### src/hw/rtl/cbfr_pkg.sv
// types and constants of the climate bus frame receiver
// depends on nothing; imported by every module of the block
package cbfr_pkg;

    localparam int unsigned ADDR_W = 4;

    // register indexes, taken from paddr[3:2]
    localparam logic [1:0] REG_START_MARKER    = 2'd0;
    localparam logic [1:0] REG_UNIT_END_MARKER = 2'd1;
    localparam logic [1:0] REG_UNIT_ALT_MARKER = 2'd2;
    localparam logic [1:0] REG_CTRL_END_MARKER = 2'd3;

    localparam logic [7:0] START_MARKER_RST    = 8'd254;
    localparam logic [7:0] UNIT_END_MARKER_RST = 8'd107;
    localparam logic [7:0] UNIT_ALT_MARKER_RST = 8'd235;
    localparam logic [7:0] CTRL_END_MARKER_RST = 8'd75;

    // decode window layout
    localparam logic [2:0] WIN_LAST  = 3'd7;
    localparam logic [2:0] WIN_POS_A = 3'd3;
    localparam logic [2:0] WIN_POS_S = 3'd4;
    localparam logic [2:0] WIN_POS_R = 3'd6;
    localparam logic [7:0] BYTE_INV  = 8'hFF;

    localparam logic [2:0] MODE_MIN = 3'd1;
    localparam logic [2:0] MODE_MAX = 3'd5;
    localparam logic [2:0] FAN_MAX  = 3'd4;

    typedef enum logic [1:0] {
        EV_NONE = 2'd0,
        EV_UNIT = 2'd1,
        EV_CTRL = 2'd2,
        EV_DROP = 2'd3
    } frame_ev_t;

    typedef enum logic [1:0] {
        PH_SEEK    = 2'd0,
        PH_SKIP    = 2'd1,
        PH_CAPTURE = 2'd2
    } win_phase_t;

    typedef struct packed {
        logic [7:0] start_marker;
        logic [7:0] unit_end_marker;
        logic [7:0] unit_end_alt_marker;
        logic [7:0] ctrl_end_marker;
    } cfg_t;

    typedef struct packed {
        logic       power_on;
        logic [2:0] op_mode;
        logic [2:0] fan_speed;
        logic       error_flag;
        logic       economy_on;
        logic [6:0] setpoint_deg;
        logic [6:0] room_deg;
        logic       sensor_bit;
    } status_t;

endpackage

### src/hw/rtl/cbfr_regs.sv
// configuration registers behind the apb-style port
// depends on cbfr_pkg for the register indexes and the cfg_t struct
module cbfr_regs (
    input  logic                                aclk,
    input  logic                                aresetn,
    input  logic                                psel,
    input  logic                                penable,
    input  logic                                pwrite,
    input  logic [cbfr_pkg::ADDR_W-1:0]         paddr,
    input  logic [31:0]                         pwdata,
    output logic [31:0]                         prdata,
    output logic                                pready,
    output cbfr_pkg::cfg_t                      cfg
);
    import cbfr_pkg::*;

    cfg_t       cfg_reg;
    cfg_t       cfg_next;
    logic [1:0] reg_idx;
    logic       wr_en;

    assign reg_idx = paddr[3:2];
    assign wr_en   = psel && penable && pwrite;
    assign pready  = 1'b1;
    assign cfg     = cfg_reg;

    always_comb begin
        cfg_next = cfg_reg;
        if (wr_en) begin
            unique case (reg_idx)
                REG_START_MARKER:    cfg_next.start_marker        = pwdata[7:0];
                REG_UNIT_END_MARKER: cfg_next.unit_end_marker     = pwdata[7:0];
                REG_UNIT_ALT_MARKER: cfg_next.unit_end_alt_marker = pwdata[7:0];
                REG_CTRL_END_MARKER: cfg_next.ctrl_end_marker     = pwdata[7:0];
                default:             cfg_next = cfg_reg;
            endcase
        end
    end

    always_ff @(posedge aclk) begin
        if (!aresetn) begin
            cfg_reg.start_marker        <= START_MARKER_RST;
            cfg_reg.unit_end_marker     <= UNIT_END_MARKER_RST;
            cfg_reg.unit_end_alt_marker <= UNIT_ALT_MARKER_RST;
            cfg_reg.ctrl_end_marker     <= CTRL_END_MARKER_RST;
        end else begin
            cfg_reg <= cfg_next;
        end
    end

    always_comb begin
        unique case (reg_idx)
            REG_START_MARKER:    prdata = {24'd0, cfg_reg.start_marker};
            REG_UNIT_END_MARKER: prdata = {24'd0, cfg_reg.unit_end_marker};
            REG_UNIT_ALT_MARKER: prdata = {24'd0, cfg_reg.unit_end_alt_marker};
            REG_CTRL_END_MARKER: prdata = {24'd0, cfg_reg.ctrl_end_marker};
            default:             prdata = 32'd0;
        endcase
    end

endmodule

### src/hw/rtl/cbfr_frame_framer.sv
// frame framer: locks on the start marker, counts fixed-length frames and
// classifies each one; depends on cbfr_pkg for cfg_t and the event codes
module cbfr_frame_framer #(
    parameter int unsigned FRAME_BYTES = 8
) (
    input  logic                  aclk,
    input  logic                  aresetn,
    input  logic                  accept,
    input  logic [7:0]            rx_byte,
    input  cbfr_pkg::cfg_t        cfg,
    output cbfr_pkg::frame_ev_t   frame_event
);
    import cbfr_pkg::*;

    localparam int unsigned CNT_W = $clog2(FRAME_BYTES);
    localparam logic [CNT_W-1:0] CNT_LAST = CNT_W'(FRAME_BYTES - 1);
    localparam logic [CNT_W-1:0] CNT_ONE  = CNT_W'(1);

    logic [CNT_W-1:0] raw_count_reg, raw_count_next;
    logic [7:0]       raw_first_reg, raw_first_next;
    logic             expect_ctrl_reg, expect_ctrl_next;
    frame_ev_t        event_reg, event_next;
    logic             is_start;
    logic             unit_ok;
    logic             ctrl_ok;

    assign is_start = (raw_first_reg == cfg.start_marker);
    assign unit_ok  = is_start && (rx_byte == cfg.unit_end_marker ||
                                   rx_byte == cfg.unit_end_alt_marker);
    assign ctrl_ok  = !is_start && (rx_byte == cfg.ctrl_end_marker);

    always_comb begin
        raw_count_next   = raw_count_reg;
        raw_first_next   = raw_first_reg;
        expect_ctrl_next = expect_ctrl_reg;
        event_next       = EV_NONE;
        if (raw_count_reg == '0) begin
            // idle: only the marker, or any byte while a control frame is due
            if (rx_byte == cfg.start_marker || expect_ctrl_reg) begin
                raw_first_next = rx_byte;
                raw_count_next = CNT_ONE;
            end
        end else if (raw_count_reg == CNT_LAST) begin
            raw_count_next = '0;
            if (unit_ok) begin
                expect_ctrl_next = 1'b1;
                event_next       = EV_UNIT;
            end else if (ctrl_ok) begin
                expect_ctrl_next = 1'b0;
                event_next       = EV_CTRL;
            end else begin
                expect_ctrl_next = 1'b0;
                event_next       = EV_DROP;
            end
        end else begin
            raw_count_next = raw_count_reg + CNT_ONE;
        end
    end

    always_ff @(posedge aclk) begin
        if (!aresetn) begin
            raw_count_reg   <= '0;
            raw_first_reg   <= '0;
            expect_ctrl_reg <= 1'b0;
            event_reg       <= EV_NONE;
        end else if (accept) begin
            raw_count_reg   <= raw_count_next;
            raw_first_reg   <= raw_first_next;
            expect_ctrl_reg <= expect_ctrl_next;
            event_reg       <= event_next;
        end
    end

    assign frame_event = event_reg;

endmodule

### src/hw/rtl/cbfr_window_decoder.sv
// decode framer: skips one byte after the marker, inverts an eight-byte
// window and decodes the held status; depends on cbfr_pkg
module cbfr_window_decoder (
    input  logic                  aclk,
    input  logic                  aresetn,
    input  logic                  accept,
    input  logic [7:0]            rx_byte,
    input  cbfr_pkg::cfg_t        cfg,
    output logic                  status_update,
    output cbfr_pkg::status_t     status
);
    import cbfr_pkg::*;

    win_phase_t phase_reg, phase_next;
    logic [2:0] win_count_reg, win_count_next;
    logic [7:0] win_a_reg, win_s_reg, win_r_reg;
    status_t    status_reg, status_next;
    logic       update_reg;
    logic       store_a, store_s, store_r;
    logic       decode;
    logic [7:0] inv_byte;
    logic [2:0] dec_mode;
    logic [2:0] dec_fan;

    assign inv_byte = rx_byte ^ BYTE_INV;

    // next phase
    always_comb begin
        unique case (phase_reg)
            PH_SEEK:    phase_next = (rx_byte == cfg.start_marker) ? PH_SKIP : PH_SEEK;
            PH_SKIP:    phase_next = PH_CAPTURE;
            PH_CAPTURE: phase_next = (win_count_reg == WIN_LAST) ? PH_SEEK : PH_CAPTURE;
            default:    phase_next = (rx_byte == cfg.start_marker) ? PH_SKIP : PH_SEEK;
        endcase
    end

    // phase outputs
    always_comb begin
        store_a        = 1'b0;
        store_s        = 1'b0;
        store_r        = 1'b0;
        decode         = 1'b0;
        win_count_next = win_count_reg;
        unique case (phase_reg)
            PH_SKIP: begin
                win_count_next = '0;
            end
            PH_CAPTURE: begin
                store_a = (win_count_reg == WIN_POS_A);
                store_s = (win_count_reg == WIN_POS_S);
                store_r = (win_count_reg == WIN_POS_R);
                decode  = (win_count_reg == WIN_LAST);
                win_count_next = decode ? 3'd0 : win_count_reg + 3'd1;
            end
            default: begin
                win_count_next = win_count_reg;
            end
        endcase
    end

    assign dec_mode = win_a_reg[3:1];
    assign dec_fan  = win_a_reg[6:4];

    always_comb begin
        status_next = status_reg;
        if (decode) begin
            status_next.power_on     = win_a_reg[0];
            status_next.error_flag   = win_a_reg[7];
            status_next.economy_on   = win_s_reg[7];
            status_next.setpoint_deg = win_s_reg[6:0];
            status_next.sensor_bit   = win_r_reg[0];
            status_next.room_deg     = win_r_reg[7:1];
            // mode and fan only move on codes that mean something
            if (dec_mode >= MODE_MIN && dec_mode <= MODE_MAX) begin
                status_next.op_mode = dec_mode;
            end
            if (dec_fan <= FAN_MAX) begin
                status_next.fan_speed = dec_fan;
            end
        end
    end

    always_ff @(posedge aclk) begin
        if (!aresetn) begin
            phase_reg     <= PH_SEEK;
            win_count_reg <= '0;
            status_reg    <= '0;
            update_reg    <= 1'b0;
        end else if (accept) begin
            phase_reg     <= phase_next;
            win_count_reg <= win_count_next;
            status_reg    <= status_next;
            update_reg    <= decode;
        end
    end

    // window bytes are always written before the decode reads them
    always_ff @(posedge aclk) begin
        if (accept && store_a) begin
            win_a_reg <= inv_byte;
        end
        if (accept && store_s) begin
            win_s_reg <= inv_byte;
        end
        if (accept && store_r) begin
            win_r_reg <= inv_byte;
        end
    end

    assign status_update = update_reg;
    assign status        = status_reg;

endmodule

### src/hw/rtl/climate_bus_frame_receiver.sv
// top level of the climate bus frame receiver
// depends on cbfr_pkg, cbfr_regs, cbfr_frame_framer and cbfr_window_decoder

// Takes one received bus byte per transfer and returns exactly one result per
// byte in the cycle after it is taken; one byte per clock with m_ready high.
// The framers' state registers double as the result register, so s_ready stays
// high while a result waits only if m_ready takes it in the same cycle; with
// m_ready held high the block never stalls. The frame framer reports a unit,
// control or dropped frame on the last byte of every FRAME_BYTES-byte frame;
// the decode framer raises m_status_update on the last byte of its window and
// the status fields hold their values between windows (0 after reset). Marker
// registers sit at byte addresses 0, 4, 8 and 12 and must be written while idle.
module climate_bus_frame_receiver #(
    parameter int unsigned FRAME_BYTES = 8
) (
    input  logic                          aclk,
    input  logic                          aresetn,
    // configuration port
    input  logic                          psel,
    input  logic                          penable,
    input  logic                          pwrite,
    input  logic [cbfr_pkg::ADDR_W-1:0]   paddr,
    input  logic [31:0]                   pwdata,
    output logic [31:0]                   prdata,
    output logic                          pready,
    // byte input
    input  logic                          s_valid,
    output logic                          s_ready,
    input  logic [7:0]                    s_rx_byte,
    // result output
    output logic                          m_valid,
    input  logic                          m_ready,
    output logic [1:0]                    m_frame_event,
    output logic                          m_status_update,
    output logic                          m_power_on,
    output logic [2:0]                    m_op_mode,
    output logic [2:0]                    m_fan_speed,
    output logic                          m_error_flag,
    output logic                          m_economy_on,
    output logic [6:0]                    m_setpoint_deg,
    output logic [6:0]                    m_room_deg,
    output logic                          m_sensor_bit
);
    import cbfr_pkg::*;

    cfg_t      cfg;
    status_t   status;
    frame_ev_t frame_event;
    logic      accept;
    logic      m_valid_reg, m_valid_next;

    assign s_ready = !m_valid_reg || m_ready;
    assign accept  = s_valid && s_ready;

    always_comb begin
        m_valid_next = m_valid_reg;
        if (accept) begin
            m_valid_next = 1'b1;
        end else if (m_ready) begin
            m_valid_next = 1'b0;
        end
    end

    always_ff @(posedge aclk) begin
        if (!aresetn) begin
            m_valid_reg <= 1'b0;
        end else begin
            m_valid_reg <= m_valid_next;
        end
    end

    cbfr_regs u_regs (
        .aclk    (aclk),
        .aresetn (aresetn),
        .psel    (psel),
        .penable (penable),
        .pwrite  (pwrite),
        .paddr   (paddr),
        .pwdata  (pwdata),
        .prdata  (prdata),
        .pready  (pready),
        .cfg     (cfg)
    );

    cbfr_frame_framer #(
        .FRAME_BYTES (FRAME_BYTES)
    ) u_frame_framer (
        .aclk        (aclk),
        .aresetn     (aresetn),
        .accept      (accept),
        .rx_byte     (s_rx_byte),
        .cfg         (cfg),
        .frame_event (frame_event)
    );

    cbfr_window_decoder u_window_decoder (
        .aclk          (aclk),
        .aresetn       (aresetn),
        .accept        (accept),
        .rx_byte       (s_rx_byte),
        .cfg           (cfg),
        .status_update (m_status_update),
        .status        (status)
    );

    assign m_valid        = m_valid_reg;
    assign m_frame_event  = frame_event;
    assign m_power_on     = status.power_on;
    assign m_op_mode      = status.op_mode;
    assign m_fan_speed    = status.fan_speed;
    assign m_error_flag   = status.error_flag;
    assign m_economy_on   = status.economy_on;
    assign m_setpoint_deg = status.setpoint_deg;
    assign m_room_deg     = status.room_deg;
    assign m_sensor_bit   = status.sensor_bit;

endmodule

### config.mk
export PLATFORM = sky130hd
export DESIGN_NAME = climate_bus_frame_receiver
export DESIGN_NICKNAME = d
export VERILOG_FILES = /design/src/hw/rtl/cbfr_pkg.sv /design/src/hw/rtl/cbfr_regs.sv /design/src/hw/rtl/cbfr_frame_framer.sv /design/src/hw/rtl/cbfr_window_decoder.sv /design/src/hw/rtl/climate_bus_frame_receiver.sv
export SDC_FILE = /design/constraint.sdc
export NUM_CORES = 1
export LEC_CHECK = 0
export ABC_AREA = 1
export BUFFER_PORTS_ARGS = -buffer_cell sky130_fd_sc_hd__buf_2
export CAP_MARGIN = 20
export CELL_PAD_IN_SITES_DETAIL_PLACEMENT = 1
export CELL_PAD_IN_SITES_GLOBAL_PLACEMENT = 2
export CORE_UTILIZATION = 28
export DETAILED_ROUTE_END_ITERATION = 8
export GPL_TIMING_DRIVEN = 0
export PLACE_DENSITY_LB_ADDON = 0.1
export SETUP_SLACK_MARGIN = 0.05
export SLEW_MARGIN = 25
export SYNTH_ARGS = -nofsm -noshare
export SYNTH_HDL_FRONTEND = slang
export SYNTH_SLANG_ARGS = --single-unit
### constraint.sdc
create_clock -name aclk -period 1.65 [get_ports aclk]
set_clock_uncertainty 0.1 [all_clocks]
set_input_delay 0 -clock aclk [delete_from_list [all_inputs] [get_ports aclk]]
set_output_delay 0 -clock aclk [all_outputs]
set_load 0.005 [all_outputs]
==> impl_results.md <==
- Cell Area, Placed: ~5500 um^2
- Max FO, Critical Path: 4
- Port Buffer Count: 54
- ANT nets after route: 0
- Post-synth top area share: 0.320
- Crit path required time: 1.77 ns
- Max Clk Rate: 0.620 GHz
- Initial Util: 0.288
- Routability Congestion: ~0.81
- Number of synthesized register bits: 101
- Via Count: 4,173
- Total track usage: 0.167
- Drc violations: 0
- Root Buffer: clkbuf_16
- Power per cell area: about 850 nW/um^2
- I/O pins: approximately 110
- Maximum vdd ir drop: 0.465 mV
- Tcrit/Tclk final: 0.978
- Syn avg cell area: ~8 um^2
- CTS sink count: slightly above 100
- Crit Path Category: reg -> reg
- Worst-path cell chain: ha_4 > ha_4 > inv_4 > nor3_4 > inv_2 > nor2_4 > inv_2 > nand2_2 > a21oi_1
- CP max stage delay: around 0.37 ns
- YS warnings: 0
- Synth Cell Area: around 4800 um^2
- Slew at the pin closest to its max-slew limit: 0.770 ns
- Max-slew headroom: 0.487
- Largest cells by area after synthesis: dfxtp_1 (32%), edfxtp_1 (15%), nand2_1 (11%)
- Die Height: 133 um
- Slew Viols, Final: 0
- Hold Fails Final Rpt: 0
- Final net count: 784
- Detailed router's first-iteration violation count: 191
- Htree depth: 3
- Sequential cell area fraction in the yosys report: 0.470
- # setup viols final: 0
- Leakage: 2.74 nW
- First-pass GRT wire length: 22.6 mm
- Outcome: finished, final reports clean
- CP max-delay cell: dfxtp_4
- Worst-case clock buffer depth: 2
- Drt first pass iters: 4
- Worst path buffer plus inverter count: 3
- Synth Flop Type: dfxtp_1
- Largest net degree at the start of global routing: 19
- EDFF count, synth: 24
- Core region area: 16,700 um^2
- Min-Delay Path Class: in -> reg
- Fin area: 6300 um^2
- Gr ovfl total: 0
- Largest register FFs: 32
- Clk Latency, worst-skew pair: ~0.35 ns
- WL final: 14.2 mm
- Crit path launch type: register
- Initial antenna violation count: 0
- WL/cell: 15.0 um
- Clock slew at reported path FFs: 0.08 ns
- Post-synth cell types: 35
- Async set-reset flop share out of synthesis: 0
- Yosys top cell by area: dfxtp_1
- RSZ-0062 raised after global routing: true
- Dpl ws: -0.339 ns
- Die ar.: 17,700 um^2
- Top Family by Delay on Critical Path: simple AND/OR/NAND/NOR gates
- Max-Cap Viols: 0
- Die width: approximately 130 um
- Crit path DAT: 1.74 ns
- Layout cells sized above 1: 0.286
- Mapped Cells: approximately 600
- Synth-to-layout area growth: 30.9%
- Period minus WS final: approximately 1.6 ns
- Via density: 4.40
- Row cnt: 47
- Final core utilization: 0.377
- CTS buffer count: 9
- Post-DP HPWL: 10.6 mm
- Final setup margin: 0.0371 ns
- Critical Path Sink Type: register
- CTS tree: done
- Vias in the first global route: 4,254
- N_diodes: 0
==> repair_timing <==
action                                  in CTS  in global routing
resized for setup                           34                 69
cloned                                       1                  0
hold buffers                                13                  0
buffers inserted                             8                 10
pin swaps                                    3                 18
endpoints found under the setup margin      49                 53
hold endpoints to repair                    47                  0
==> stage by stage <==
stage	power (mW)	hold slack, ns	TNS, ns	std cells
5_1_grt	5.57	0.0336	-0.420	948
3_5_place_dp	3.09	0.186	-9.62	900
2_1_floorplan	2.92	-0.0121	0	626
4_1_cts	5.42	0.0245	0	938
3_3_place_gp	3.08	0.173	-8.30	900
6_report	5.36	0.0136	0	948
==> synth_stat cells (2+ instances only) <==
master	n
nor2_2	4
clkbuf_1	10
nand2_1	137
o21ai_0	32
edfxtp_1	24
xnor2_1	28
nor2_1	82
a221oi_1	4
nand2_2	3
inv_1	55
xor2_1	2
o2111ai_1	4
nand3_1	21
ha_1	10
clkinv_2	2
inv_2	9
dfxtp_1	77
o21ai_1	3
o211ai_1	9
conb_1	2
nand4_1	12
buf_4	26
nor2_4	4
buf_2	6
a21oi_1	25
buf_6	3
==> where the power goes <==
group / total (mW) / switching (mW) / internal, mW
Combinational: 0.525 / 0.307 / 0.218
Clock: 2.26 / 1.02 / 1.24
Sequential: 2.57 / 0.0234 / 2.55
==> worst register-to-register path, cell delays in order (launching register included) <==
cell	delay, ns
dfxtp_4	0.37
ha_4	0.15
ha_4	0.13
inv_4	0.04
nor3_4	0.26
inv_2	0.12
nor2_4	0.17
inv_2	0.06
nand2_2	0.05
a21oi_1	0.05
==> metal layers <==
metal	part of all wire	vias up	wire [um]	track usage
li1	-	2121	-	-
met1	0.46	1967	6590	0.212
met2	0.49	75	6970	0.289
met3	0.035	10	499	0.0293
met4	0.012	0	171	0.0518
met5	0	-	0	0
==> cell usage in the layout (no fill, tap or decap), types with 6 or more instances in the layout <==
cell type | synthesis | layout
edfxtp_1 | 24 | 24
buf_4 | 26 | 40
o21ai_1 | 3 | 9
o211ai_1 | 9 | 9
nor2_1 | 82 | 65
o21ai_0 | 32 | 22
nand4_1 | 12 | 12
xnor2_1 | 28 | 28
conb_1 | 2 | 25
clkbuf_16 | 0 | 9
inv_1 | 55 | 45
dfxtp_1 | 77 | 67
nor2_4 | 4 | 8
dfxtp_2 | 0 | 9
clkbuf_1 | 10 | 7
dlygate4sd3_1 | 0 | 13
inv_6 | 1 | 6
nand3_1 | 21 | 21
inv_2 | 9 | 15
a21oi_1 | 25 | 24
buf_2 | 6 | 58
ha_1 | 10 | 7
buf_6 | 3 | 10
nor2_2 | 4 | 17
nand2_2 | 3 | 9
nand2_1 | 137 | 128
==> cells by family (layout without fill, tap and decap cells) <==
| kind of cell | after synthesis | in the layout | share of synthesized area |
|---|---|---|---|
| other | 2 | 25 | 0.00156 |
| AOI/OAI and AO/OA | 80 | 80 | 0.0954 |
| and+or+nand+nor | 266 | 266 | 0.235 |
| DFF | 101 | 101 | 0.470 |
| buffers and inverters | 114 | 216 | 0.118 |
| xor gates and xnor gates | 30 | 30 | 0.0546 |
| adders and majority gates | 10 | 10 | 0.0260 |
==> area by class of cell <==
type | count | area [um^2]
timing repair buffer | 86 | 558
clock buffer | 10 | 239
inverter | 67 | 278
multi-input combinational | 411 | 2230
clock inverter | 6 | 72.6
sequential | 101 | 2280
fill | 2043 | 10400
buffer | 47 | 365
tap | 220 | 275
==> final timing paths <==
check,start,end,slack [ns],cells after the start
min,s_rx_byte[0],u_window_decoder.win_s_reg[0],0.01,2
min reg2reg,u_frame_framer.frame_event[0],u_frame_framer.frame_event[0],0.36,2
max reg2reg,u_window_decoder.win_count_reg[1],u_window_decoder.status[20],0.04,9
max,u_window_decoder.win_count_reg[1],u_window_decoder.status[20],0.04,9
(Power assumes the default switching activity.)
